File: src/design/sql_statement_end_detector_unit_defines.svh
// ----------------------------------------------------------------------------
// SQL statement end detector assertion macros
// Shared property forms for the detector's checks.
// ----------------------------------------------------------------------------
`ifndef SQL_STATEMENT_END_DETECTOR_UNIT_DEFINES_SVH
`define SQL_STATEMENT_END_DETECTOR_UNIT_DEFINES_SVH

// same-cycle implication, reset masked
`define SEDU_ASSERT_NOW(label, trig, cond, msg) \
  label: assert property (@(posedge clk) disable iff (!rst_n) (trig) |-> (cond)) \
    else $error(msg);

// next-cycle implication, reset masked
`define SEDU_ASSERT_NEXT(label, trig, cond, msg) \
  label: assert property (@(posedge clk) disable iff (!rst_n) (trig) |=> (cond)) \
    else $error(msg);

`endif

File: src/design/sedu_pkg.sv
// ----------------------------------------------------------------------------
// sedu_pkg
// Character codes, nesting kinds, line classes and the stack command word.
// ----------------------------------------------------------------------------
package sedu_pkg;

  localparam logic [7:0] CH_NONE   = 8'h00;
  localparam logic [7:0] CH_DOT    = 8'h2E;
  localparam logic [7:0] CH_SEMI   = 8'h3B;
  localparam logic [7:0] CH_LPAREN = 8'h28;
  localparam logic [7:0] CH_RPAREN = 8'h29;
  localparam logic [7:0] CH_SQUOTE = 8'h27;
  localparam logic [7:0] CH_DQUOTE = 8'h22;
  localparam logic [7:0] CH_SLASH  = 8'h2F;
  localparam logic [7:0] CH_STAR   = 8'h2A;
  localparam logic [7:0] CH_LF     = 8'h0A;
  localparam logic [7:0] CH_CR     = 8'h0D;
  localparam logic [7:0] CH_TAB    = 8'h09;
  localparam logic [7:0] CH_SPACE  = 8'h20;

  typedef enum logic [1:0] {
    KIND_PAREN   = 2'd0,
    KIND_COMMENT = 2'd1,
    KIND_DQUOTE  = 2'd2,
    KIND_SQUOTE  = 2'd3
  } nest_kind_t;

  typedef enum logic [1:0] {
    CLS_INCOMPLETE = 2'd0,
    CLS_DOT        = 2'd1,
    CLS_DELIM      = 2'd2,
    CLS_COMPLETE   = 2'd3
  } line_class_t;

  typedef struct packed {
    logic       push;
    logic       pop;
    nest_kind_t kind;
    logic       clear;
  } stack_cmd_t;

endpackage

File: src/design/sedu_stack.sv
// ----------------------------------------------------------------------------
// sedu_stack
// Nesting stack: top entry in a register, lower entries in a small memory
// read one entry ahead so a pop refills the top in the same cycle.
// ----------------------------------------------------------------------------
`include "sql_statement_end_detector_unit_defines.svh"

module sedu_stack #(
  parameter int NEST_DEPTH = 16
) (
  input  logic                           clk,
  input  logic                           rst_n,
  input  logic                           en,
  input  sedu_pkg::stack_cmd_t           cmd,
  output logic [$clog2(NEST_DEPTH+1)-1:0] depth,
  output logic [$clog2(NEST_DEPTH+1)-1:0] depth_upd,
  output sedu_pkg::nest_kind_t           top
);

  localparam int AW = (NEST_DEPTH > 1) ? $clog2(NEST_DEPTH) : 1;
  localparam int DW = $clog2(NEST_DEPTH + 1);

  sedu_pkg::nest_kind_t mem [NEST_DEPTH];
  sedu_pkg::nest_kind_t top_r, top_nxt, under_r;
  logic [DW-1:0]        depth_r, depth_nxt, depth_two;
  logic                 do_push, do_pop;

  assign do_push   = cmd.push && (depth_r < DW'(NEST_DEPTH));
  assign do_pop    = cmd.pop && (depth_r != '0);
  assign depth_upd = do_push ? depth_r + DW'(1) :
                     do_pop  ? depth_r - DW'(1) : depth_r;
  assign top_nxt   = do_push ? cmd.kind : do_pop ? under_r : top_r;
  assign depth_nxt = !en ? depth_r : cmd.clear ? '0 : depth_upd;
  assign depth_two = depth_nxt - DW'(2);

  always_ff @(posedge clk) begin
    if (!rst_n) begin
      depth_r <= '0;
    end else begin
      depth_r <= depth_nxt;
    end
  end

  always_ff @(posedge clk) begin
    if (en) begin
      top_r <= top_nxt;
    end
  end

  always_ff @(posedge clk) begin
    if (en && do_push) begin
      mem[depth_r[AW-1:0]] <= cmd.kind;
    end
    under_r <= mem[depth_two[AW-1:0]];
  end

  assign depth = depth_r;
  assign top   = top_r;

  `SEDU_ASSERT_NOW(a_depth_bound, 1'b1, depth_r <= DW'(NEST_DEPTH), "stack depth out of range")
  `SEDU_ASSERT_NEXT(a_clear_empties, en && cmd.clear, depth_r == '0, "stack not emptied")

endmodule

File: src/design/sedu_track.sv
// ----------------------------------------------------------------------------
// sedu_track
// Per-character line state: dot test, comment opener and skip, quote and
// parenthesis nesting, statement end flag and the line class at line end.
// ----------------------------------------------------------------------------
`include "sql_statement_end_detector_unit_defines.svh"

module sedu_track #(
  parameter int NEST_DEPTH = 16
) (
  input  logic                            clk,
  input  logic                            rst_n,
  input  logic                            en,
  input  logic [7:0]                      char_code,
  input  logic                            last_char,
  input  logic                            stmt_delim,
  input  logic [$clog2(NEST_DEPTH+1)-1:0] depth,
  input  logic [$clog2(NEST_DEPTH+1)-1:0] depth_upd,
  input  sedu_pkg::nest_kind_t            top,
  output sedu_pkg::stack_cmd_t            cmd,
  output sedu_pkg::line_class_t           line_class
);

  localparam int DW = $clog2(NEST_DEPTH + 1);

  logic       ended_r, ended_upd;
  logic [7:0] prev_r, prev_upd;
  logic [1:0] skip_r, skip_upd;
  logic       pend_r, pend_upd;
  logic       seen_r, seen_upd;
  logic       dot_r, dot_upd;
  logic       ovf_r, ovf_upd;
  logic       open, top_paren, may_open, tracking, is_char;

  assign is_char   = (char_code != sedu_pkg::CH_NONE);
  assign tracking  = is_char && !ovf_r;
  assign open      = (depth != '0);
  assign top_paren = (top == sedu_pkg::KIND_PAREN);
  assign may_open  = !open || top_paren;

  always_comb begin
    cmd       = '{push: 1'b0, pop: 1'b0, kind: sedu_pkg::KIND_PAREN, clear: 1'b0};
    ended_upd = ended_r;
    skip_upd  = skip_r;
    pend_upd  = pend_r;
    ovf_upd   = ovf_r;
    seen_upd  = seen_r;
    dot_upd   = dot_r;
    prev_upd  = is_char ? char_code : prev_r;
    if (is_char && !seen_r && char_code != sedu_pkg::CH_SPACE
        && char_code != sedu_pkg::CH_TAB) begin
      seen_upd = 1'b1;
      dot_upd  = (char_code == sedu_pkg::CH_DOT);
    end
    if (tracking) begin
      if (skip_r != 2'd0) begin
        skip_upd = skip_r - 2'd1;
      end else if (pend_r && char_code == sedu_pkg::CH_STAR) begin
        pend_upd = 1'b0;
        cmd.push = 1'b1;
        cmd.kind = sedu_pkg::KIND_COMMENT;
        skip_upd = 2'd1;
      end else begin
        pend_upd = 1'b0;
        priority if (char_code == sedu_pkg::CH_SPACE || char_code == sedu_pkg::CH_TAB
                     || char_code == sedu_pkg::CH_LF || char_code == sedu_pkg::CH_CR) begin
          ended_upd = ended_r;
        end else if (char_code == sedu_pkg::CH_LPAREN) begin
          cmd.push  = may_open;
          cmd.kind  = sedu_pkg::KIND_PAREN;
          ended_upd = 1'b0;
        end else if (char_code == sedu_pkg::CH_RPAREN) begin
          cmd.pop   = open && top_paren;
          ended_upd = 1'b0;
        end else if (char_code == sedu_pkg::CH_SQUOTE) begin
          cmd.pop   = open && (top == sedu_pkg::KIND_SQUOTE);
          cmd.push  = may_open;
          cmd.kind  = sedu_pkg::KIND_SQUOTE;
          ended_upd = 1'b0;
        end else if (char_code == sedu_pkg::CH_DQUOTE) begin
          cmd.pop   = open && (top == sedu_pkg::KIND_DQUOTE);
          cmd.push  = may_open;
          cmd.kind  = sedu_pkg::KIND_DQUOTE;
          ended_upd = 1'b0;
        end else if (char_code == sedu_pkg::CH_SLASH) begin
          cmd.pop   = open && (top == sedu_pkg::KIND_COMMENT)
                      && (prev_r == sedu_pkg::CH_STAR);
          pend_upd  = may_open;
          ended_upd = 1'b0;
        end else if (char_code == sedu_pkg::CH_SEMI && !open) begin
          ended_upd = 1'b1;
        end else begin
          ended_upd = 1'b0;
        end
      end
      ovf_upd = ovf_r || (depth_upd >= DW'(NEST_DEPTH));
    end
    cmd.clear = last_char;
  end

  always_comb begin
    priority if (dot_upd) begin
      line_class = sedu_pkg::CLS_DOT;
    end else if (stmt_delim) begin
      line_class = sedu_pkg::CLS_DELIM;
    end else if (ovf_upd || (depth_upd == '0 && ended_upd)) begin
      line_class = sedu_pkg::CLS_COMPLETE;
    end else begin
      line_class = sedu_pkg::CLS_INCOMPLETE;
    end
  end

  always_ff @(posedge clk) begin
    if (!rst_n) begin
      ended_r <= 1'b0;
      prev_r  <= '0;
      skip_r  <= '0;
      pend_r  <= 1'b0;
      seen_r  <= 1'b0;
      dot_r   <= 1'b0;
      ovf_r   <= 1'b0;
    end else if (en) begin
      ended_r <= ended_upd && !last_char;
      prev_r  <= last_char ? '0 : prev_upd;
      skip_r  <= last_char ? '0 : skip_upd;
      pend_r  <= pend_upd && !last_char;
      seen_r  <= seen_upd && !last_char;
      dot_r   <= dot_upd && !last_char;
      ovf_r   <= ovf_upd && !last_char;
    end
  end

  `SEDU_ASSERT_NOW(a_skip_or_slash, 1'b1, !(pend_r && skip_r != 2'd0), "slash pending during skip")
  `SEDU_ASSERT_NOW(a_skip_range, 1'b1, skip_r <= 2'd1, "skip count out of range")

endmodule

File: src/design/sql_statement_end_detector_unit.sv
// ----------------------------------------------------------------------------
// sql_statement_end_detector_unit
// Classifies one SQL text line streamed one character per word.
// ----------------------------------------------------------------------------
// Takes one character per clock cycle, with no gaps between lines, unless a
// line's last character waits on a stalled output. Each character passes an
// input register, then the nesting and flag update (the tracker and the
// top-of-stack register form a loop), and the word flagged by in_tlast leaves
// a line class in the output register. in_tuser carries the end-delimiter flag
// and is sampled with in_tlast. An output stall only holds a line's last
// character in the input register, which also stops in_tready; others flow on.
`include "sql_statement_end_detector_unit_defines.svh"

module sql_statement_end_detector_unit #(
  parameter int NEST_DEPTH = 16
) (
  input  logic       clk,
  input  logic       rst_n,
  input  logic       in_tvalid,
  output logic       in_tready,
  input  logic [7:0] in_tdata,   // [7:0] char_code
  input  logic       in_tlast,
  input  logic       in_tuser,   // [0] stmt_delim
  output logic       out_tvalid,
  input  logic       out_tready,
  output logic [7:0] out_tdata   // [1:0] line_class, [7:2] zero
);

  localparam int DW = $clog2(NEST_DEPTH + 1);

  logic                  in_v_r;
  logic [7:0]            char_r;
  logic                  last_r, delim_r;
  logic                  out_v_r;
  sedu_pkg::line_class_t cls_r, cls;
  logic                  proceed;
  sedu_pkg::stack_cmd_t  cmd;
  logic [DW-1:0]         depth, depth_upd;
  sedu_pkg::nest_kind_t  top;

  assign proceed   = in_v_r && (!last_r || !out_v_r || out_tready);
  assign in_tready = !in_v_r || proceed;

  always_ff @(posedge clk) begin
    if (!rst_n) begin
      in_v_r <= 1'b0;
    end else if (in_tready) begin
      in_v_r <= in_tvalid;
    end
  end

  always_ff @(posedge clk) begin
    if (in_tready && in_tvalid) begin
      char_r  <= in_tdata;
      last_r  <= in_tlast;
      delim_r <= in_tuser;
    end
  end

  sedu_stack #(.NEST_DEPTH(NEST_DEPTH)) u_stack (
    .clk       (clk),
    .rst_n     (rst_n),
    .en        (proceed),
    .cmd       (cmd),
    .depth     (depth),
    .depth_upd (depth_upd),
    .top       (top)
  );

  sedu_track #(.NEST_DEPTH(NEST_DEPTH)) u_track (
    .clk        (clk),
    .rst_n      (rst_n),
    .en         (proceed),
    .char_code  (char_r),
    .last_char  (last_r),
    .stmt_delim (delim_r),
    .depth      (depth),
    .depth_upd  (depth_upd),
    .top        (top),
    .cmd        (cmd),
    .line_class (cls)
  );

  always_ff @(posedge clk) begin
    if (!rst_n) begin
      out_v_r <= 1'b0;
    end else if (proceed && last_r) begin
      out_v_r <= 1'b1;
    end else if (out_tready) begin
      out_v_r <= 1'b0;
    end
  end

  always_ff @(posedge clk) begin
    if (proceed && last_r) begin
      cls_r <= cls;
    end
  end

  assign out_tvalid = out_v_r;
  assign out_tdata  = {6'b0, cls_r};

  `SEDU_ASSERT_NEXT(a_line_end_result, proceed && last_r, out_v_r, "line end gave no result")
  `SEDU_ASSERT_NOW(a_no_overwrite, out_v_r && !out_tready, !(proceed && last_r), "result overwritten")

endmodule

File: config.mk
export PLATFORM = sky130hd
export DESIGN_NAME = sql_statement_end_detector_unit
export DESIGN_NICKNAME = d
export VERILOG_FILES = /design/src/design/sedu_pkg.sv /design/src/design/sedu_stack.sv /design/src/design/sedu_track.sv /design/src/design/sql_statement_end_detector_unit.sv
export VERILOG_INCLUDE_DIRS = /design/src /design/src/design
export SDC_FILE = /design/constraint.sdc
export NUM_CORES = 1
export LEC_CHECK = 0
export BUFFER_PORTS_ARGS = -buffer_cell sky130_fd_sc_hd__buf_4
export CORE_MARGIN = 2
export CORE_UTILIZATION = 50
export DETAILED_ROUTE_END_ITERATION = 16
export PLACE_DENSITY = 0.72
export SYNTH_ARGS = -nofsm -noshare
export SYNTH_HDL_FRONTEND = slang
export SYNTH_SLANG_ARGS = --single-unit
File: constraint.sdc
create_clock -name clk -period 5.8 [get_ports clk]
set_input_delay 0.58 -clock clk [delete_from_list [all_inputs] [get_ports clk]]
set_output_delay 0.58 -clock clk [all_outputs]
set_load 0.01 [all_outputs]
### Word-level counts from Yosys, hierarchy flattened

Memory sizes are Yosys's and may differ from the RTL's. A register that Yosys moved wholly into a read port is not among the register bits.
Index checks and enable logic that the tools add are counted.

| word-level totals | value |
|---|---|
| bits of input ports | 14 |
| RAM bits | 32 |
| output and inout bits | 10 |
| memories | 1 |
| register bits after elaboration | 36 |

| operators by class | value |
|---|---|
| mux-type cells | 57 |
| reductions and logical operators | 51 |
| add/sub/neg operators | 4 |
| order comparisons | 2 |
| eq/ne operators | 18 |

Memory list:

| name | depth | bits a word | rd ports | clocked after Yosys merged registers in | wr ports | RTL line | text |
|---|---|---|---|---|---|---|---|
| u_stack.mem | 16 | 2 | 1 | 1 | 1 | sedu_stack.sv:23 | `sedu_pkg::nest_kind_t mem [NEST_DEPTH];` |

Operators with widths:

| cell | count |
|---|---|
| == test 8 x 6 -> 1 bit (second input constant) | 10 |
| 2-to-1 mux 1 bit | 35 |
| == test 8 x 4 -> 1 bit (second input constant) | 3 |
| 2-to-1 mux 2 bit | 12 |
| logical AND 1 bit | 23 |
| 2-to-1 mux 5 bit | 4 |
| 2-to-1 mux 4 bit | 4 |
| 2-to-1 mux 8 bit | 2 |
| nonzero test 2 bit | 5 |
| logical OR 1 bit | 9 |
| inequality test 8 x 4 -> 1 bit (second input constant) | 1 |
| inequality test 8 x 6 -> 1 bit (second input constant) | 1 |
| nonzero test 8 bit | 1 |
| logical NOT 1 bit | 6 |
| adder 5 x 1 -> 5 bit (second input constant) | 1 |
| >= comparator 5 bit (second input constant) | 1 |
| logical NOT 5 bit | 1 |
| < comparator 5 bit (second input constant) | 1 |
| nonzero test 5 bit | 1 |
| subtractor 5 x 1 -> 5 bit (second input constant) | 1 |
| == test 2 bit (second input constant) | 2 |
| AND reduction 2 bit | 2 |
| subtractor 4 x 2 -> 4 bit (second input constant) | 1 |
| AND reduction 3 bit | 1 |
| 4 further kinds | 4 |

### Logic depth before layout (Yosys ltp)

Gate-level depths: netlist of the first run.

| logic depth | value |
|---|---|
| depth after elaboration | 21 |
| gate-level depth with buffers | 18 |
| mapped depth without buffers | 17 |

### Modules after synthesis

Synthesis of the first run repeated with hierarchy kept, for this count alone.

| second synthesis, totals | value |
|---|---|
| cells, all modules | 406 |
| area, all modules | 4091.4 µm² |

By module, submodules not included:

| module | times used | cells an instance | area each (µm²) |
|---|---|---|---|
| sedu_stack | 1 | 239 | 2488.6 |
| sedu_track | 1 | 136 | 1076.0 |
| sql_statement_end_detector_unit | 1 | 31 | 526.8 |

### Least setup slack after synthesis of the first run

Ideal clock, no wire load.

| path | value |
|---|---|
| path type | register -> register |
| start | register u_stack.depth_r[0], in the netlist u_stack.depth[0] |
| end | register u_stack.under_r[0], read port of u_stack.mem |
| path slack | 1699 ps |
| period minus slack after synthesis | 4101 ps |
| setup time | 64 ps |
| cell stages (with the launch flop) | 19 |
| arrival | 4036 ps |
| cell sequence | dfxtp_1 > inv_1 > ha_1 > nor4b_1 > nor2_1 > o31ai_1 > nand2_1 > buf_2 > mux2_2 > a22oi_1 > o21ai_0 > inv_1 > ha_1 > nand2_1 > or3_2 > a32o_1 > o21ai_0 > nand3_1 > nand4_1 |

| between the ends | value |
|---|---|
| longest elaborated chain between the ends | 18 |

Ends and longest elaborated chain:

| what | RTL line | text |
|---|---|---|
| start, declared | sedu_stack.sv:25 | `logic [DW-1:0] depth_r, depth_nxt, depth_two;` |
| start signal, assigned | sedu_stack.sv:40 | `depth_r <= depth_nxt;` |
| nonzero test 5 bit | sedu_stack.sv:29, sedu_track.sv:37 |  |
| logical AND 1 bit | sedu_track.sv:86 | `cmd.pop = open && (top == sedu_pkg::KIND_COMMENT)` |
| logical AND 1 bit | sedu_track.sv:87 | `&& (prev_r == sedu_pkg::CH_STAR);` |
| 2-to-1 mux 1 bit | sedu_track.sv:85 | `end else if (char_code == sedu_pkg::CH_SLASH) begin` |
| 2-to-1 mux 1 bit | sedu_track.sv:80 | `end else if (char_code == sedu_pkg::CH_DQUOTE) begin` |
| 2-to-1 mux 4 bit | sedu_track.sv:75 | `end else if (char_code == sedu_pkg::CH_SQUOTE) begin` |
| 2-to-1 mux 1 bit | sedu_track.sv:72 | `end else if (char_code == sedu_pkg::CH_RPAREN) begin` |
| 2-to-1 mux 1 bit | sedu_track.sv:68 | `end else if (char_code == sedu_pkg::CH_LPAREN) begin` |
| (+2 left out) | n/a |  |
| 2-to-1 mux 4 bit | sedu_track.sv:56 | `if (skip_r != 2'd0) begin` |
| 2-to-1 mux 4 bit | sedu_track.sv:55 | `if (tracking) begin` |
| logical AND 1 bit | sedu_stack.sv:29 | `assign do_pop = cmd.pop && (depth_r != '0);` |
| 2-to-1 mux 5 bit | sedu_stack.sv:31 | `do_pop ? depth_r - DW'(1) : depth_r;` |
| 2-to-1 mux 5 bit | sedu_stack.sv:30 | `assign depth_upd = do_push ? depth_r + DW'(1) :` |
| 2-to-1 mux 5 bit | sedu_stack.sv:33 | `assign depth_nxt = !en ? depth_r : cmd.clear ? '0 : depth_upd;` |
| 2-to-1 mux 5 bit * | sedu_stack.sv:33 |  |
| subtractor 4 x 2 -> 4 bit * | sedu_stack.sv:34 | `assign depth_two = depth_nxt - DW'(2);` |
| end, declared | sedu_stack.sv:24 | `sedu_pkg::nest_kind_t top_r, top_nxt, under_r;` |

Mark *: on every way between the ends. The rest lies on a longest branch, timed or not.
A chain may end at the register's enable or synchronous reset.

### Worst setup path in the final report of the first run

| path | value |
|---|---|
| start | register u_stack.depth_r[0], in the netlist u_stack.depth[0] |
| end | register u_stack.under_r[1], read port of u_stack.mem |

Same word-level chain as after synthesis.

==> run_results.csv, run 1 <==
group,metric,value,unit
setup_path,critPathLaunch,"u_stack.depth[0]",
route,wl_per_cell,17.0,um
place,port_buffers,17,
yosys,synth_edf_count,46,
sta,period_share,0.863,
clocking,insertion_delay,0.35,ns
clocking,cts.hold.buffers_added,0,
yosys,synthMuxAreaShare,0.0666,
sta,worst_pin_slew,1.09,ns
yosys,syn_area,3650,um2
power,switching_share,0.206,
yosys,synth_top_area_share,0.379,
yosys,synthFlopType,"edfxtp_1",
sta,hold_violations,0,
setup_path,worst_setup_path_end_kind,"register",
sta,holdWs,0.405,ns
die,fp.dieH,89.4,um
place,dp_hpwl,5.21,mm
clocking,clkSlewWorstSetupHoldPaths,0.07,ns
die,die-area,7990,um2
sta,skew,0.00914,ns
sta,timing.setup.tns,0,ns
route,drc,0,
global_route,grt.overflow.total,0,
setup_path,rr_startpoint,"u_stack.depth[0]",
power,p_sw,0.000206,W
sta,maxSlewHeadroom,0.269,
setup_path,critPathCapture,"u_stack.under_r[1]",
setup_path,crit_type,"register to register",
global_route,grt_pass1_wl,12.0,mm
finish,diodes,0,
yosys,yosysUniqueCellTypes,59,
route,vias,2518,
min_path,hold_path.class,"input port to register",
sta,rsz0062_at_grt,"false",
global_route,grt_pass1_vias,2410,
yosys,yosysTopAreaCell,"edfxtp_1",
clocking,root_buffer,"clkbuf_8",
power,p_clk_frac,0.415,
finish,multi_input_area,1590,um2
route,dr.pass1.iters,4,
clocking,clockBufferDepth,2,
finish,final_layout_size_suffix_gt1_frac,0.136,
clocking,cts_tree,"built",
sta,setup_viol,0,
clocking,post_cts_buffers,0,
yosys,async_reset_ff_frac,0,
clocking,numCtsBuffers,9,
yosys,synth_area_leaders,"edfxtp_1 (38%), dfxtp_1 (13%), mux4_1 (5.8%)",
setup_path,critPathMaxFanout,12,
die,coreArea,7140,um2
clocking,cts-resized-gates,0,
finish,fin_nets,354,
power,power_frac_seq,0.546,
sta,maxSlewViolCount,0,
route,drtIter0Drc,190,
route,routed_wl,7.43,mm
yosys,yosysSeqAreaShare,0.511,
yosys,synth.yosys.warnings,0,
yosys,synth-adder-area-share,0.0206,
setup_path,required,6.08,ns
power,total_leakage_power,1.51,nW
global_route,antenna_found_initial,0,
setup_path,r2r-end,"u_stack.under_r[1]",
yosys,synth_compound_area_frac,0.128,
status,status,"finished clean",
die,io_pins,24,
finish,layout.cells.non_filler,438,
place,place_congestion,0.925,
power,vdd_drop_max,156,uV
finish,fillers,630,
power,comb_power_share,0.039,
setup_path,cp.arrival,5.29,ns
finish,area_delta_synth_final,9.20,%
setup_path,r2r_setup_slack,0.80,ns
power,power.internal,0.000794,W
finish,final_common_cell,"edfxtp_1",
yosys,synthSimpleGateAreaFrac,0.208,
die,die_w,89.4,um
sta,max_freq,200,MHz
yosys,synthesis.instances,321,
yosys,synth_top_family_by_area,"simple AND/OR/NAND/NOR gates",
route,ant_nets,0,
place,dp.cells,422,
sta,layout_min_cycle_time,5.00,ns
finish,layout_common_cells,"edfxtp_1 (46), nor2_1 (27), dfxtp_1 (24), inv_1 (17), buf_4 (17)",
clocking,htreeDepth,3,
yosys,avgSynthCellArea,11.4,um2
clocking,cts_sinks,70,
setup_path,startpoint_type,"register",
power,p_per_area,251,nW/um2
die,row_count,31,
die,start_util,0.511,
yosys,synth-xor-area-share,0.00721,
job,drv_cap,0,
finish,seqCellArea,1860,um2
global_route,grt_start_max_net_pins,23,
yosys,ys_seq_elements,70,
global_route,track_usage,0.204,
setup_path,r2r_cells,17,
route,vias_per_cell,5.75,
[worst min-delay path by stage]
stage | start | endpoint | slack [ns] | cells after the start
3_3_place_gp | u_track.prev_r[2] | u_track.prev_r[2] | 0.46 | 2
4_1_cts | in_tdata[7] | char_r[7] | 0.40 | 1
6_report | in_tlast | last_r | 0.41 | 1
5_1_grt | in_tlast | last_r | 0.40 | 1
3_5_place_dp | u_track.prev_r[2] | u_track.prev_r[2] | 0.47 | 2
2_1_floorplan | u_track.prev_r[2] | u_track.prev_r[2] | 0.44 | 2
[synthesized netlist by cell type, types with 4 or more instances]
| library cell | instances |
|---|---|
| nor2b_1 | 13 |
| o21a_1 | 4 |
| mux4_1 | 8 |
| a22oi_1 | 10 |
| clkbuf_1 | 8 |
| inv_1 | 17 |
| nand3_1 | 14 |
| nor2_1 | 27 |
| edfxtp_1 | 46 |
| and3_1 | 11 |
| and2_1 | 13 |
| nor4b_1 | 4 |
| clkbuf_8 | 4 |
| buf_4 | 7 |
| dfxtp_1 | 24 |
| o21ai_0 | 12 |
| ha_1 | 6 |
| nand4_1 | 4 |
| nand2_1 | 15 |
| or3_1 | 4 |
| nor3_1 | 8 |
[layout make-up]
| cell class | count | area share |
|---|---|---|
| Clock buffer | 12 | 0.0339 |
| Clock inverter | 4 | 0.0182 |
| Inverter | 18 | 0.0170 |
| Multi-Input combinational cell | 218 | 0.400 |
| Sequential cell | 70 | 0.468 |
| Tap cell | 99 | 0.0311 |
| Timing Repair Buffer | 17 | 0.0321 |
[cells by family after synthesis]
| logic type | after synthesis |
|---|---|
| AO/OA/AOI/OAI | 59 |
| XOR/XNOR | 3 |
| adder cells (fa/ha/maj) | 6 |
| buffers and inverters | 38 |
| flip-flops | 70 |
| multiplexers | 11 |
| other | 1 |
| AND/OR/NAND/NOR | 133 |
[per-stage QoR]
step           power, W  worst slack (ns)  utilization  cell area (um2)
2_1_floorplan  0.000586              1.70            -             3660
3_3_place_gp   0.000595              1.26        0.529             3770
3_5_place_dp   0.000596             0.946        0.529             3770
4_1_cts         0.00101             0.890        0.558             3980
5_1_grt         0.00104             0.347        0.558             3980
6_report        0.00100             0.795        0.558             3980
[power groups by stage]
stage	clock (W)	combinational (W)	sequential [W]
2_1_floorplan	0	0.0000365	0.000550
3_3_place_gp	0	0.0000386	0.000557
3_5_place_dp	0	0.0000392	0.000557
4_1_cts	0.000425	0.0000395	0.000546
5_1_grt	0.000445	0.0000437	0.000547
6_report	0.000415	0.0000393	0.000546
[registers in the layout (all words and copies together), names as in the netlist]
register,count
out_tvalid,1
last_r,1
u_track.dot_r,1
u_track.pend_r,1
u_track.skip_r,2
u_track.ovf_r,1
delim_r,1
u_stack.top,2
u_stack.under_r,2
u_stack.mem,32
u_track.ended_r,1
char_r,8
u_track.seen_r,1
u_stack.depth,5
u_track.prev_r,8
cls_r,2
in_v_r,1
[per-layer routing]
layer	vias to the layer above	global-route usage	wire length (um)
li1	1223	-	-
met1	1198	0.266	3260
met2	86	0.329	3610
met3	11	0.0499	441
met4	0	0.0773	108
met5	-	0	0
[critical path, stage by stage, from the launching register on]
cell and delay [ns]:
dfxtp_1 0.43, inv_1 0.20, ha_1 0.28, nor4b_1 0.46
nor2_1 0.14, o31ai_1 0.40, nand2_1 0.37, mux2_2 0.38
a22oi_1 0.14, o21ai_0 0.25, inv_1 0.23, ha_1 0.28
nand2_1 0.06, or3_2 0.41, a32o_1 0.24, o21ai_0 0.39
nand3_1 0.15, nand4_1 0.14
Power figures use the tool's default switching activity.
==> run 2: changes to the inputs <==
CORE_UTILIZATION = 35   (was 50)
PLACE_DENSITY = 0.55   (was 0.72)
==> run 2 against run 1 <==
  * Critical path depth did not move
  * Highest routed layer unchanged
  * Critical endpoint is now u_stack.under_r[0]
  * Register-to-register slack got worse by 0.05 ns
  * Fmax fell by 1.0%
  * Global-route usage fell by 5.2 points
  * Hold slack got worse by 0.014 ns
  * First-iteration DRC count rose by 19%
==> run_results.csv, run 2 (synthesis gave the netlist of run 1 again) <==
group,metric,value,unit
die,coreArea,10200,um2
power,vdd_drop_max,163,uV
clocking,cts-resized-gates,0,
finish,multi_input_area,1590,um2
finish,final_common_cell,"edfxtp_1",
setup_path,critPathCapture,"u_stack.under_r[0]",
clocking,cts_tree,"built",
sta,timing.setup.tns,0,ns
die,row_count,37,
clocking,root_buffer,"clkbuf_8",
setup_path,required,6.10,ns
clocking,numCtsBuffers,9,
global_route,grt_pass1_vias,2526,
global_route,grt_pass1_wl,13.3,mm
clocking,clockBufferDepth,2,
route,vias_per_cell,5.36,
power,p_per_area,258,nW/um2
route,drc,0,
status,status,"finished clean",
setup_path,r2r_cells,17,
die,fp.dieH,106,um
route,routed_wl,8.05,mm
global_route,antenna_found_initial,0,
setup_path,startpoint_type,"register",
global_route,grt_start_max_net_pins,23,
sta,worst_pin_slew,1.20,ns
sta,period_share,0.872,
finish,fillers,995,
sta,maxSlewHeadroom,0.200,
die,die_w,106,um
route,drtIter0Drc,227,
finish,largest_register_ffs,32,
finish,layout.cells.non_filler,475,
sta,max_freq,198,MHz
global_route,track_usage,0.152,
route,dr.pass1.iters,4,
setup_path,worst_setup_path_end_kind,"register",
sta,skew,0.0148,ns
setup_path,r2r-end,"u_stack.under_r[0]",
finish,fin_nets,354,
min_path,hold_path.class,"input port to register",
die,die-area,11200,um2
place,port_buffers,17,
clocking,insertion_delay,0.36,ns
setup_path,critPathLaunch,"u_stack.depth[0]",
clocking,cts_sinks,70,
sta,holdWs,0.391,ns
job,drv_cap,0,
global_route,grt.overflow.total,0,
finish,diodes,0,
sta,hold_violations,0,
clocking,cts.hold.buffers_added,0,
setup_path,crit_type,"register to register",
finish,layout_common_cells,"edfxtp_1 (46), nor2_1 (27), dfxtp_1 (24), inv_1 (17), buf_4 (17)",
setup_path,r2r_setup_slack,0.74,ns
route,ant_nets,0,
clocking,post_cts_buffers,0,
power,total_leakage_power,1.53,nW
clocking,clkSlewWorstSetupHoldPaths,0.09,ns
place,place_congestion,0.842,
sta,rsz0062_at_grt,"false",
finish,seqCellArea,1860,um2
finish,area_delta_synth_final,11.1,%
setup_path,critPathMaxFanout,12,
die,start_util,0.356,
place,dp.cells,459,
setup_path,cp.arrival,5.35,ns
die,io_pins,24,
sta,maxSlewViolCount,0,
route,wl_per_cell,17.0,um
setup_path,rr_startpoint,"u_stack.depth[0]",
place,dp_hpwl,5.61,mm
route,vias,2545,
sta,layout_min_cycle_time,5.06,ns
clocking,htreeDepth,3,
finish,final_layout_size_suffix_gt1_frac,0.145,
sta,setup_viol,0,
## run 2: worst min path at each step
stage | from | endpoint | slack [ns] | cells past startpoint
2_1_floorplan | u_track.prev_r[2] | u_track.prev_r[2] | 0.44 | 2
3_3_place_gp | u_track.prev_r[2] | u_track.prev_r[2] | 0.46 | 2
3_5_place_dp | u_track.prev_r[2] | u_track.prev_r[2] | 0.47 | 2
4_1_cts | in_tuser | delim_r | 0.38 | 1
5_1_grt | in_tuser | delim_r | 0.38 | 1
6_report | in_tuser | delim_r | 0.39 | 1
## run 2: metrics by stage
stage / total power (W) / utilization / area, um2 / worst slack (ns)
after floorplan: 0.000586 / - / 3660 / 1.70
after global placement: 0.000597 / 0.373 / 3820 / 1.18
after detailed placement: 0.000597 / 0.373 / 3820 / 0.848
after CTS: 0.00105 / 0.396 / 4050 / 0.775
after global routing: 0.00108 / 0.396 / 4050 / 0.312
final: 0.00104 / 0.396 / 4050 / 0.745
## run 2: layout make-up
| cell class | instances | share of cell area |
|---|---|---|
| multi-input cells | 218 | 0.393 |
| clock inverters | 7 | 0.0260 |
| clock buffers | 9 | 0.0306 |
| repair buffers | 17 | 0.0315 |
| well taps | 136 | 0.0420 |
| inverters | 18 | 0.0167 |
| flip-flops and latches | 70 | 0.460 |
## run 2: report_power, final
part           internal, W  total (W)  leakage (nW)  switching (W)
logic            0.0000174  0.0000393         0.752      0.0000218
registers         0.000534   0.000546         0.661      0.0000121
clock network     0.000249   0.000457         0.112       0.000209
total             0.000800    0.00104          1.53       0.000243
## run 2: worst max-delay path: stages (launching register included)
cell	delay, ns
dfxtp_1	0.42
inv_1	0.20
ha_1	0.29
nor4b_1	0.51
nor2_1	0.13
o31ai_1	0.39
nand2_1	0.38
mux2_2	0.40
a22oi_1	0.13
o21ai_0	0.24
inv_1	0.25
ha_1	0.28
nand2_1	0.06
or3_2	0.41
a32o_1	0.24
o21ai_0	0.40
nand3_1	0.16
nand4_1	0.11
## run 2: per-layer routing
layer	share of wire	routed length [um]	vias up	GRT usage
met5	0	0	-	0
met4	0.019	150	0	0.0573
met3	0.040	320	14	0.0294
met2	0.48	3860	61	0.248
met1	0.46	3730	1248	0.200
li1	-	-	1222	-
==> run 3: changes to the inputs <==
CELL_PAD_IN_SITES_DETAIL_PLACEMENT = 1   (was not set)
CELL_PAD_IN_SITES_GLOBAL_PLACEMENT = 1   (was not set)
CORE_UTILIZATION = 49   (was 35)
PLACE_DENSITY = 0.84   (was 0.55)
==> run 3 against run 2 <==
  * Clock-buffer cell count is the same
  * Largest power group unchanged
  * Clock power shrank 14%
  * Critical path type unchanged
  * Hold slack lost 0.0037 ns
==> run_results.csv, run 3 (synthesis gave the netlist of run 1 again) <==
group,metric,value,unit
job,drv_cap,0,
global_route,grt.overflow.total,0,
finish,layout_common_cells,"edfxtp_1 (46), nor2_1 (27), dfxtp_1 (24), inv_1 (17), buf_4 (17)",
global_route,grt_pass1_wl,14.0,mm
sta,setup_viol,0,
setup_path,path_buf_inv,2,
setup_path,r2r_setup_slack,0.76,ns
place,pre_cts_slack,0.803,ns
finish,final_area,3970,um2
die,fp.dieH,90.3,um
setup_path,critPathMaxFanout,12,
clocking,cts_tree,"built",
clocking,root_buffer,"clkbuf_8",
sta,fin_ws,0.763,ns
global_route,grtUsageMet3,0.0584,
clocking,clockBufferDepth,2,
setup_path,worst_setup_path_end_kind,"register",
finish,layout.cells.non_filler,438,
die,coreArea,7210,um2
finish,area_delta_synth_final,8.89,%
sta,worst_pin_slew,1.05,ns
finish,diodes,0,
setup_path,required,6.10,ns
status,status,"finished clean",
min_path,hold_path.class,"input port to register",
clocking,insertion_delay,0.36,ns
die,die-area,8150,um2
finish,largest_register_ffs,32,
route,vias,2590,
setup_path,critPathTopFamily,"simple AND/OR/NAND/NOR gates",
sta,max_freq,199,MHz
route,drc,0,
route,dr.pass1.iters,4,
finish,fin_nets,354,
clocking,htreeDepth,3,
finish,final_layout_size_suffix_gt1_frac,0.145,
global_route,grt_use_met2,0.373,
clocking,clkSlewWorstSetupHoldPaths,0.08,ns
global_route,track_usage,0.224,
clocking,cts.hold.buffers_added,0,
die,die_w,90.3,um
power,vdd_drop_max,131,uV
global_route,top_usage_layer,"met2",
route,routed_wl,8.56,mm
die,start_util,0.505,
setup_path,rr_startpoint,"u_stack.depth[0]",
clocking,numCtsBuffers,9,
place,place_congestion,0.864,
sta,skew,0.0123,ns
power,total_leakage_power,1.51,nW
power,p_per_area,247,nW/um2
finish,seqCellArea,1860,um2
place,dpl_cell_area,3770,um2
setup_path,cp.arrival,5.34,ns
setup_path,startpoint_type,"register",
global_route,antenna_found_initial,0,
power,p_total,0.000979,W
clocking,cts_sinks,70,
sta,maxSlewHeadroom,0.294,
sta,period_share,0.869,
die,row_count,31,
setup_path,r2r-end,"u_stack.under_r[1]",
setup_path,r2r_cells,17,
setup_path,path_depth,17,
global_route,grt_start_max_net_pins,23,
place,dp.cells,422,
setup_path,cp_slowest_cell,"nor4b_1",
place,dp_hpwl,6.05,mm
setup_path,critPathLaunch,"u_stack.depth[0]",
clocking,cts-resized-gates,0,
route,wl_per_cell,19.5,um
global_route,use_met1,0.284,
route,ant_nets,0,
sta,timing.setup.tns,0,ns
sta,rsz0062_at_grt,"false",
place,port_buffers,17,
finish,final_common_cell,"edfxtp_1",
route,vias_per_cell,5.91,
setup_path,path_cells,"inv_1 > ha_1 > nor4b_1 > nor2_1 > o31ai_1 > nand2_1 > mux2_2 > a22oi_1 > o21ai_0 > inv_1 > ha_1 > nand2_1 > or3_2 > a32o_1 > o21ai_0 > nand3_1 > nand4_1",
finish,multi_input_area,1590,um2
finish,fillers,805,
die,io_pins,24,
setup_path,crit_path_max_incr_delay,0.45,ns
setup_path,critPathCapture,"u_stack.under_r[1]",
sta,hold_violations,0,
route,drtIter0Drc,127,
clocking,post_cts_buffers,0,
sta,layout_min_cycle_time,5.04,ns
setup_path,crit_type,"register to register",
global_route,grt_pass1_vias,2728,
sta,maxSlewViolCount,0,
## run 3: how the worst min path moves through the flow
stage                       from                end  slack [ns]  cells after the start
6_report             in_tdata[1]          char_r[1]        0.39                      1
5_1_grt                 in_tlast             last_r        0.37                      1
4_1_cts              in_tdata[5]          char_r[5]        0.37                      1
3_5_place_dp   u_track.prev_r[2]  u_track.prev_r[2]        0.47                      2
3_3_place_gp   u_track.prev_r[2]  u_track.prev_r[2]        0.46                      2
2_1_floorplan  u_track.prev_r[2]  u_track.prev_r[2]        0.44                      2
## run 3: layout make-up
type                    count  area share
clock buffers               9      0.0312
clock inverters             7      0.0183
inverters                  18      0.0170
multi-input cells         218       0.401
flip-flops and latches     70       0.469
well taps                  99      0.0312
repair buffers             17      0.0321
## run 3: through the flow
step / utilization / hold WS (ns)
after global placement: 0.523 / 0.461
after global routing: 0.550 / 0.370
after floorplan: - / 0.444
final: 0.550 / 0.387
after detailed placement: 0.523 / 0.472
after CTS: 0.550 / 0.375
## run 3: power breakdown
part	switching, W	total, W	internal, W
Clock	0.000194	0.000393	0.000199
Combinational	0.0000228	0.0000402	0.0000174
Sequential	0.0000117	0.000546	0.000534
Total	0.000228	0.000979	0.000751
## run 3: routing by layer
layer	share of wire	vias to the layer above	wire length [um]
met2	0.49	69	4210
met4	0.021	0	183
met5	0	-	0
met1	0.44	1282	3750
li1	-	1225	-
met3	0.049	14	420
